### config.mk
export PLATFORM = sky130hd
export DESIGN_NAME = srm_ram
export DESIGN_NICKNAME = d
export VERILOG_FILES = /design/src/sv/srm_ram.sv
export SDC_FILE = /design/constraint.sdc
export NUM_CORES = 1
export LEC_CHECK = 0
export BUFFER_PORTS_ARGS = -buffer_cell sky130_fd_sc_hd__buf_4
export CORE_MARGIN = 2
export CORE_UTILIZATION = 50
export DETAILED_ROUTE_END_ITERATION = 7
export PLACE_DENSITY = 0.66
export SLEW_MARGIN = 15
export SYNTH_ARGS = -nofsm -noshare
export SYNTH_HDL_FRONTEND = slang
export SYNTH_SLANG_ARGS = --single-unit
### constraint.sdc
create_clock -name clk_i -period 8.4 [get_ports clk_i]
set_input_delay 1.68 -clock clk_i [delete_from_list [all_inputs] [get_ports clk_i]]
set_output_delay 1.68 -clock clk_i [all_outputs]
set_load 0.005 [all_outputs]
### src/sv/srm_ram.sv
module srm_ram #(
  parameter int unsigned Width = 32,
  parameter int unsigned Depth = 16
) (
  input  logic                                        clk_i,
  input  logic                                        we_i,
  input  logic [((Depth > 1) ? $clog2(Depth) : 1)-1:0] waddr_i,
  input  logic [Width-1:0]                            wdata_i,
  input  logic [((Depth > 1) ? $clog2(Depth) : 1)-1:0] raddr_i,
  output logic [Width-1:0]                            rdata_o
);

  logic [Width-1:0] mem_q [Depth];
  logic [Width-1:0] rdata_q;

  always_ff @(posedge clk_i) begin
    if (we_i) begin
      mem_q[waddr_i] <= wdata_i;
    end
    rdata_q <= mem_q[raddr_i];
  end

  assign rdata_o = rdata_q;

endmodule

# Word level (Yosys, flattened, before mapping)
# Memory sizes are Yosys's and may differ from the RTL's. A register that Yosys moved wholly into a read port is not among the register bits.
# Index checks and enable logic that the tools add are counted.
# classes
mux,2
# ops
cell,count
$mux W1,2
# word_totals
reg_bits,0
ram_bits,512
in_bits,42
out_inout_bits,32
elab_cells,3
n_memories,1
# mem_list
name,depth,width,read_ports,rd_ports_with_merged_regs,wr,line,source
mem_q,16,32,1,1,1,13,logic [Width-1:0] mem_q [Depth];

# Logic depth before layout (Yosys ltp)
# Gate-level depths: netlist of the first run.
# logic_depth
ltp_word,2
depth_mapped,5
ltp_nobuf,3

# Worst setup path after synthesis of the first run
# OpenSTA, ideal clock, no wires.
# synth_timing
path_type,input port to flip-flop
from,input waddr_i[2] (netlist name)
to,memory mem_q[0][0] (enable)
setup_ns,0.461
arrival_time_ns,4.398
required_time_ns,7.939
slack_ns,3.540
stages,2
path_buffers,0
path_cell_list,or3b_2 nor3_1
# synth_rtl
element,line,source
start: declaration,7,"input logic [((Depth > 1) ? $clog2(Depth) : 1)-1:0] waddr_i,"
end: declaration,13,
# No word-level cell before the write port.

==> results of run 1 <==
[power by group through the flow]
stage               Combinational, mW  Sequential (mW)  Clock (mW)
finish                          0.267             3.05        2.28
global route                    0.290             3.06        2.42
CTS                             0.272             3.06        2.31
detailed placement              0.271             3.11           0
global placement                0.267             3.11           0
floorplan                       0.146             3.11           0
[worst max-delay path by stage]
stage / to / cells past startpoint / slack, ps / start
final: rdata_o[29] / 5 / 4800 / raddr_i[1]
after global routing: rdata_o[28] / 5 / 4600 / raddr_i[0]
after CTS: rdata_o[29] / 5 / 4760 / raddr_i[1]
after detailed placement: rdata_o[28] / 5 / 4180 / raddr_i[0]
after global placement: rdata_o[5] / 5 / 4190 / raddr_i[1]
after floorplan: mem_q[0][0] / 2 / 3540 / waddr_i[2]
[per-stage QoR]
| stage | worst slack (ps) | utilization, % | hold slack, ps | std cells | cell area [um2] |
|---|---|---|---|---|---|
| final | 4801 | 58.61 | 656.8 | 1505 | 22810 |
| after global routing | 4597 | 58.61 | 689.7 | 1504 | 22810 |
| after CTS | 4760 | 58.61 | 658.5 | 1504 | 22810 |
| after detailed placement | 4182 | 54.30 | 647.5 | 1408 | 21130 |
| after global placement | 4187 | 54.30 | 644.6 | 1408 | 21130 |
| after floorplan | 3540 | - | 634.9 | 838 | 19850 |
[synth_stat cells, types with 2 or more instances]
master                     instances  area share, %
sky130_fd_sc_hd__buf_4            11           0.42
sky130_fd_sc_hd__a22oi_1          64            2.4
sky130_fd_sc_hd__nand2b_1          2          0.063
sky130_fd_sc_hd__nor3_1            4           0.10
sky130_fd_sc_hd__buf_2             4           0.10
sky130_fd_sc_hd__edfxtp_1        512             77
sky130_fd_sc_hd__buf_6             2           0.11
sky130_fd_sc_hd__nor2b_1           2          0.063
sky130_fd_sc_hd__nand2_1          33           0.62
sky130_fd_sc_hd__buf_1             9           0.17
sky130_fd_sc_hd__clkbuf_1         17           0.32
sky130_fd_sc_hd__dfxtp_1          32            3.2
sky130_fd_sc_hd__nand3b_1          2          0.076
sky130_fd_sc_hd__nor2_1           13           0.25
sky130_fd_sc_hd__mux4_2          128             15
[flip-flops by register name, summed over array words and instances (netlist names)]
register  count
mem_q       512
rdata_o      32
[final cells by class]
type | count | area (um2) | share of cell area, %
clock buffer | 86 | 1550 | 6.796
sequential | 544 | 16020 | 70.21
clock inverter | 10 | 125.1 | 0.5485
tap | 518 | 648.1 | 2.841
multi-input combinational | 251 | 3750 | 16.44
antenna | 1 | 2.502 | 0.01097
timing repair buffer | 95 | 719.4 | 3.154
[worst max-delay path, cell delays in order]
cell	delay [ps]
sky130_fd_sc_hd__buf_4	660
sky130_fd_sc_hd__buf_4	920
sky130_fd_sc_hd__mux4_2	430
sky130_fd_sc_hd__a22oi_1	240
sky130_fd_sc_hd__nand2_1	70
[kinds of logic (layout without fill, tap and decap cells)]
kind of cell | Yosys count | in the layout
flip-flops | 544 | 544
multiplexers | 128 | 128
AO/OA/AOI/OAI | 64 | 64
AND/OR/NAND/NOR | 59 | 59
buffers and inverters | 43 | 191
other | 0 | 1
[per-layer routing]
layer | wire length, um | up-vias
met2 | 19540 | 325
met4 | 673 | 0
li1 | - | 3784
met1 | 17490 | 4774
met5 | 0 | -
met3 | 2694 | 54
==> impl_metrics.yaml, run 1 <==
place:
  gpl.final_weighted_congestion: 0.6937
  place.detailed.hpwl_mm: 18.70
  port_buffers: 73
floorplanning:
  placeableCoreArea_mm2: 0.03892
  die_x_um: 203.3
  floorplan.io_pins: 74
  die_height_um: 203.3
  start_util_pct: 51.02
  rows: 72
  die_area_mm2: 0.04132
routing:
  post_drt_wl_per_cell_um: 26.84
  num_vias: 8937
  detail-route-antenna-nets: 0
  route.detailed.drc: 0
  drtIter0Drc: 861
  first_pass_drt_iterations: 5
  route.final.wire_length_mm: 40.40
  viasPerCell: 5.938
layout:
  fillers: 2802
  most_frequent_standard_cell_in_the_layout_excluding_fill_and_tap_cells: "sky130_fd_sc_hd__edfxtp_1"
  area_growth_pct: 14.89
  num-nets-final: 986
  most-common-layout-cells: "sky130_fd_sc_hd__edfxtp_1 (512), sky130_fd_sc_hd__mux4_2 (128), sky130_fd_sc_hd__buf_4 (94), sky130_fd_sc_hd__a22oi_1 (64), sky130_fd_sc_hd__clkbuf_16 (53)"
  drive_gt1_share_pct: 31.95
yosys:
  synth_xor_area_share_pct: 0
  ys_ff_latch: 544
  seq_area_frac_synth_pct: 80.67
  synth.distinct_cells: 18
  synthesis.area_per_instance_um2: 23.69
  postSynth.asyncResetShare_pct: 0
  mappedNetlistNets: 880
  muxShareOfSynthArea_pct: 14.52
  synth_compound_gate_area_share_pct: 2.420
  number_of_enable_flip_flop_cells_after_synthesis: 512
  synth_warnings: 0
  post_synthesis_cell_area_mm2: 0.01985
  dominant_combinational_cell_family_by_area_after_synthesis: "multiplexers"
  synth_cells: 838
  synth_simple_gate_area_share_pct: 1.273
  synth-main-ff-cell: "sky130_fd_sc_hd__edfxtp_1"
  fraction_of_the_mapped_netlist_area_in_adder_cells_pct: 0
setup_path:
  arrival_ps: 4050
  start_kind: "primary input"
  crit_required_ps: 8850
  critical_path.reg2reg.endpoint: "rdata_o[5]"
  critical_path_peak_fanout: 69
  setup.worst_path.end_class: "flip-flop"
  timing.setup.critical_path_class: "primary input to flip-flop"
  r2r_cells: 3
  crit-reg2reg-launch: "mem_q[3][5]"
  rrSetupSlack_ps: 7110
flow_run:
  max_cap_viol_count: 0
timing:
  min_period_over_period_pct: 42.85
  final.min_clock_period_ps: 3599
  tightestPinTransition_ps: 1171
  final-max-slew-violation-count: 0
  setup_total_negative_slack_ps: 0
  hold_viol: 0
  rsz0062_at_grt: "false"
  fmaxAchievable_mhz: 277.8
  max-slew-margin-rel_pct: 21.96
  report.final.setup_viol: 0
  clock-skew-final_ps: 9.000
pwr:
  power_frac_seq_pct: 54.6
  ir_drop_v: 0.0001442
  share_comb_of_total_power_pct: 4.8
  p_int_mw: 4.499
  totalPowerFinal_mw: 5.597
  switching_share_pct: 19.61
  share_of_power_burned_in_the_clock_network_pct: 40.7
  switching_power_mw: 1.098
  power_density_mw_per_mm2: 245.4
  cellLeakagePower_nw: 7.311
cts:
  clock_tree.buffer_depth: 3
  tritoncts: "built"
  clock_tree.htree_level_count: 2
  clkLatencyLatePin_ps: 560
  cts.root.buffer_cell: "sky130_fd_sc_hd__clkbuf_16"
  cts_num_sinks: 544
  post_cts_buffers: 0
  clock_edge_transition_at_the_registers_on_the_reported_setup_and_hold_paths_ps: 60
  cts-buffers-inserted: 52
  post_cts_resized: 0
  number_of_hold_buffers_added_after_cts: 0
grt:
  first_global_vias: 9231
  gr-max-usage-layer: "met2"
  grt_use_met2_pct: 31.98
  grtUsageMet1_pct: 30.08
  antenna_violations_before_repair: 1
  globalRoute.totalOverflow: 0
  grt_first_pass_wirelength_mm: 59.89
  grt_usage_pct: 20.15
  use_met3_pct: 2.988
  largest_net_degree_at_the_start_of_global_routing: 70
min_path:
  holdCritPathClass: "flip-flop to flip-flop"
  launch_point_of_the_worst_hold_path: "mem_q[14][24]"
  min_to: "rdata_o[24]"
  whs_path_depth: 3
status:
  status: "finished clean"
No activity file was read; power rests on OpenSTA's default activity.
==> run 2: changes to the inputs <==
PLACE_DENSITY = 0.68   (was 0.66)
clock period = 3.1 ns   (was 8.4 ns; I/O delays follow)
==> impl_metrics.yaml, run 2 (synthesis gave the netlist of run 1 again) <==
layout:
  drive_gt1_share_pct: 33.13
  finish.utilization_pct: 59.30
  post-route-cell-area_mm2: 0.02308
  most_frequent_standard_cell_in_the_layout_excluding_fill_and_tap_cells: "sky130_fd_sc_hd__edfxtp_1"
  final_cells: 1524
  multi_input_area_mm2: 0.003775
  fillers: 2762
  ff_latch_area_mm2: 0.01602
  top_register: "mem_q"
  most-common-layout-cells: "sky130_fd_sc_hd__edfxtp_1 (512), sky130_fd_sc_hd__mux4_2 (128), sky130_fd_sc_hd__buf_4 (102), sky130_fd_sc_hd__a22oi_1 (64), sky130_fd_sc_hd__clkbuf_16 (54)"
  largest_register_ff_count: 512
  area_growth_pct: 16.23
  num-nets-final: 1004
timing:
  clock-skew-final_ps: 16.57
  report.final.setup_viol: 0
  max-slew-margin-rel_pct: 37.22
  min_period_over_period_pct: 56.62
  setup_total_negative_slack_ps: 0
  hold_slack_ps: 313.3
  hold_viol: 0
  rsz0062_at_grt: "false"
  tightestPinTransition_ps: 939.4
  final.min_clock_period_ps: 1755
  final-max-slew-violation-count: 0
  fmaxAchievable_mhz: 569.7
pwr:
  switching_share_pct: 20.12
  share_of_power_burned_in_the_clock_network_pct: 40.4
  share_comb_of_total_power_pct: 5.0
  cellLeakagePower_nw: 7.453
  switching_power_mw: 3.053
  power_frac_seq_pct: 54.5
  ir_drop_v: 0.0004407
  power_density_mw_per_mm2: 657.5
  p_int_mw: 12.12
min_path:
  holdCritPathClass: "primary input to flip-flop"
  launch_point_of_the_worst_hold_path: "wdata_i[13]"
routing:
  wl_met3_mm: 2.363
  route.detailed.drc: 0
  route.final.wire_length_mm: 38.91
  drtIter0Drc: 806
  viasPerCell: 5.840
  routed.top_layer: "met4"
  first_pass_drt_iterations: 5
  detailed_routed_wire_length_on_met2_mm: 18.96
  detail-route-antenna-nets: 0
  post_drt_wl_per_cell_um: 25.53
  num_vias: 8900
  wl_met1_mm: 16.92
grt:
  antenna_violations_before_repair: 1
  grt_first_pass_wirelength_mm: 58.92
  grt_usage_pct: 19.48
  globalRoute.totalOverflow: 0
  first_global_vias: 9370
  largest_net_degree_at_the_start_of_global_routing: 68
place:
  port_buffers: 73
  place.detailed.hpwl_mm: 21.66
  post_dp_cell_area_mm2: 0.02140
  gpl.final_weighted_congestion: 0.7393
  dpl.cell_count: 1425
setup_path:
  cp-startpoint: "rdata_o[11]"
  critical_path.slowest_cell: "sky130_fd_sc_hd__dfxtp_1"
  timing.setup.critical_path_class: "flip-flop to output pin"
  timing.critical_path.max_delay_family: "flip-flops"
  rrSetupSlack_ps: 1640
  start_kind: "flip-flop"
  crit-reg2reg-launch: "mem_q[0][20]"
  crit_required_ps: 2480
  slowest_delay_ps: 400
  setup.worst_path.end_class: "output pin"
  critical_path_peak_fanout: 1
  path_cells: "buf_4"
  arrival_ps: 1140
  critical_path_buffer_and_inverter_count: 1
floorplanning:
  floorplan.io_pins: 74
  die_x_um: 203.3
  die_area_mm2: 0.04132
  die_height_um: 203.3
  placeableCoreArea_mm2: 0.03892
  rows: 72
  start_util_pct: 51.02
cts:
  clkLatencyLatePin_ps: 600
  post_cts_buffers: 0
  cts-buffers-inserted: 53
  number_of_hold_buffers_added_after_cts: 0
  cts.root.buffer_cell: "sky130_fd_sc_hd__clkbuf_16"
  clock_tree.buffer_depth: 3
  clock_edge_transition_at_the_registers_on_the_reported_setup_and_hold_paths_ps: 60
  cts_num_sinks: 544
  tritoncts: "built"
  clock_tree.htree_level_count: 2
  post_cts_resized: 0
flow_run:
  max_cap_viol_count: 0
status:
  status: "finished clean"
[run 2: cell count changes in the layout (fill, tap and decap cells not counted), sizes merged]
cell / delta
clkinvlp: -1
bufinv: -1
clkinv: +8
buf: +17
clkbuf: -5
inv: +1
[run 2: power by group through the flow]
stage	Clock, mW	Combinational [mW]	Sequential, mW
6_report	6.14	0.760	8.28
5_1_grt	6.56	0.825	8.29
4_1_cts	6.25	0.774	8.28
3_5_place_dp	0	0.771	8.43
3_3_place_gp	0	0.759	8.43
2_1_floorplan	0	0.395	8.42
[run 2: worst paths after layout]
kind	endpoint	cells past startpoint
setup / recovery	rdata_o[11]	1
hold / removal	mem_q[3][13]	1
setup reg to reg	rdata_o[20]	3
hold reg to reg	rdata_o[31]	3
[run 2: layer usage]
layer / GRT usage [%] / vias to the layer above
met5: 0 / -
met4: 4.484 / 0
met3: 4.155 / 56
met2: 31.25 / 244
met1: 27.89 / 4791
li1: - / 3809
[run 2: final cells by class]
| cell class | count | area share (%) |
|---|---|---|
| well taps | 518 | 2.809 |
| clock buffers | 81 | 6.598 |
| diodes | 1 | 0.01084 |
| multi-input cells | 251 | 16.36 |
| repair buffers | 112 | 4.159 |
| flip-flops and latches | 544 | 69.40 |
| clock inverters | 17 | 0.6669 |
[run 2: through the flow]
stage | setup slack [ps] | power (mW)
2_1_floorplan | 172.0 | 8.815
3_3_place_gp | 767.1 | 9.186
3_5_place_dp | 740.8 | 9.204
4_1_cts | 1308 | 15.31
5_1_grt | 1296 | 15.68
6_report | 1345 | 15.17
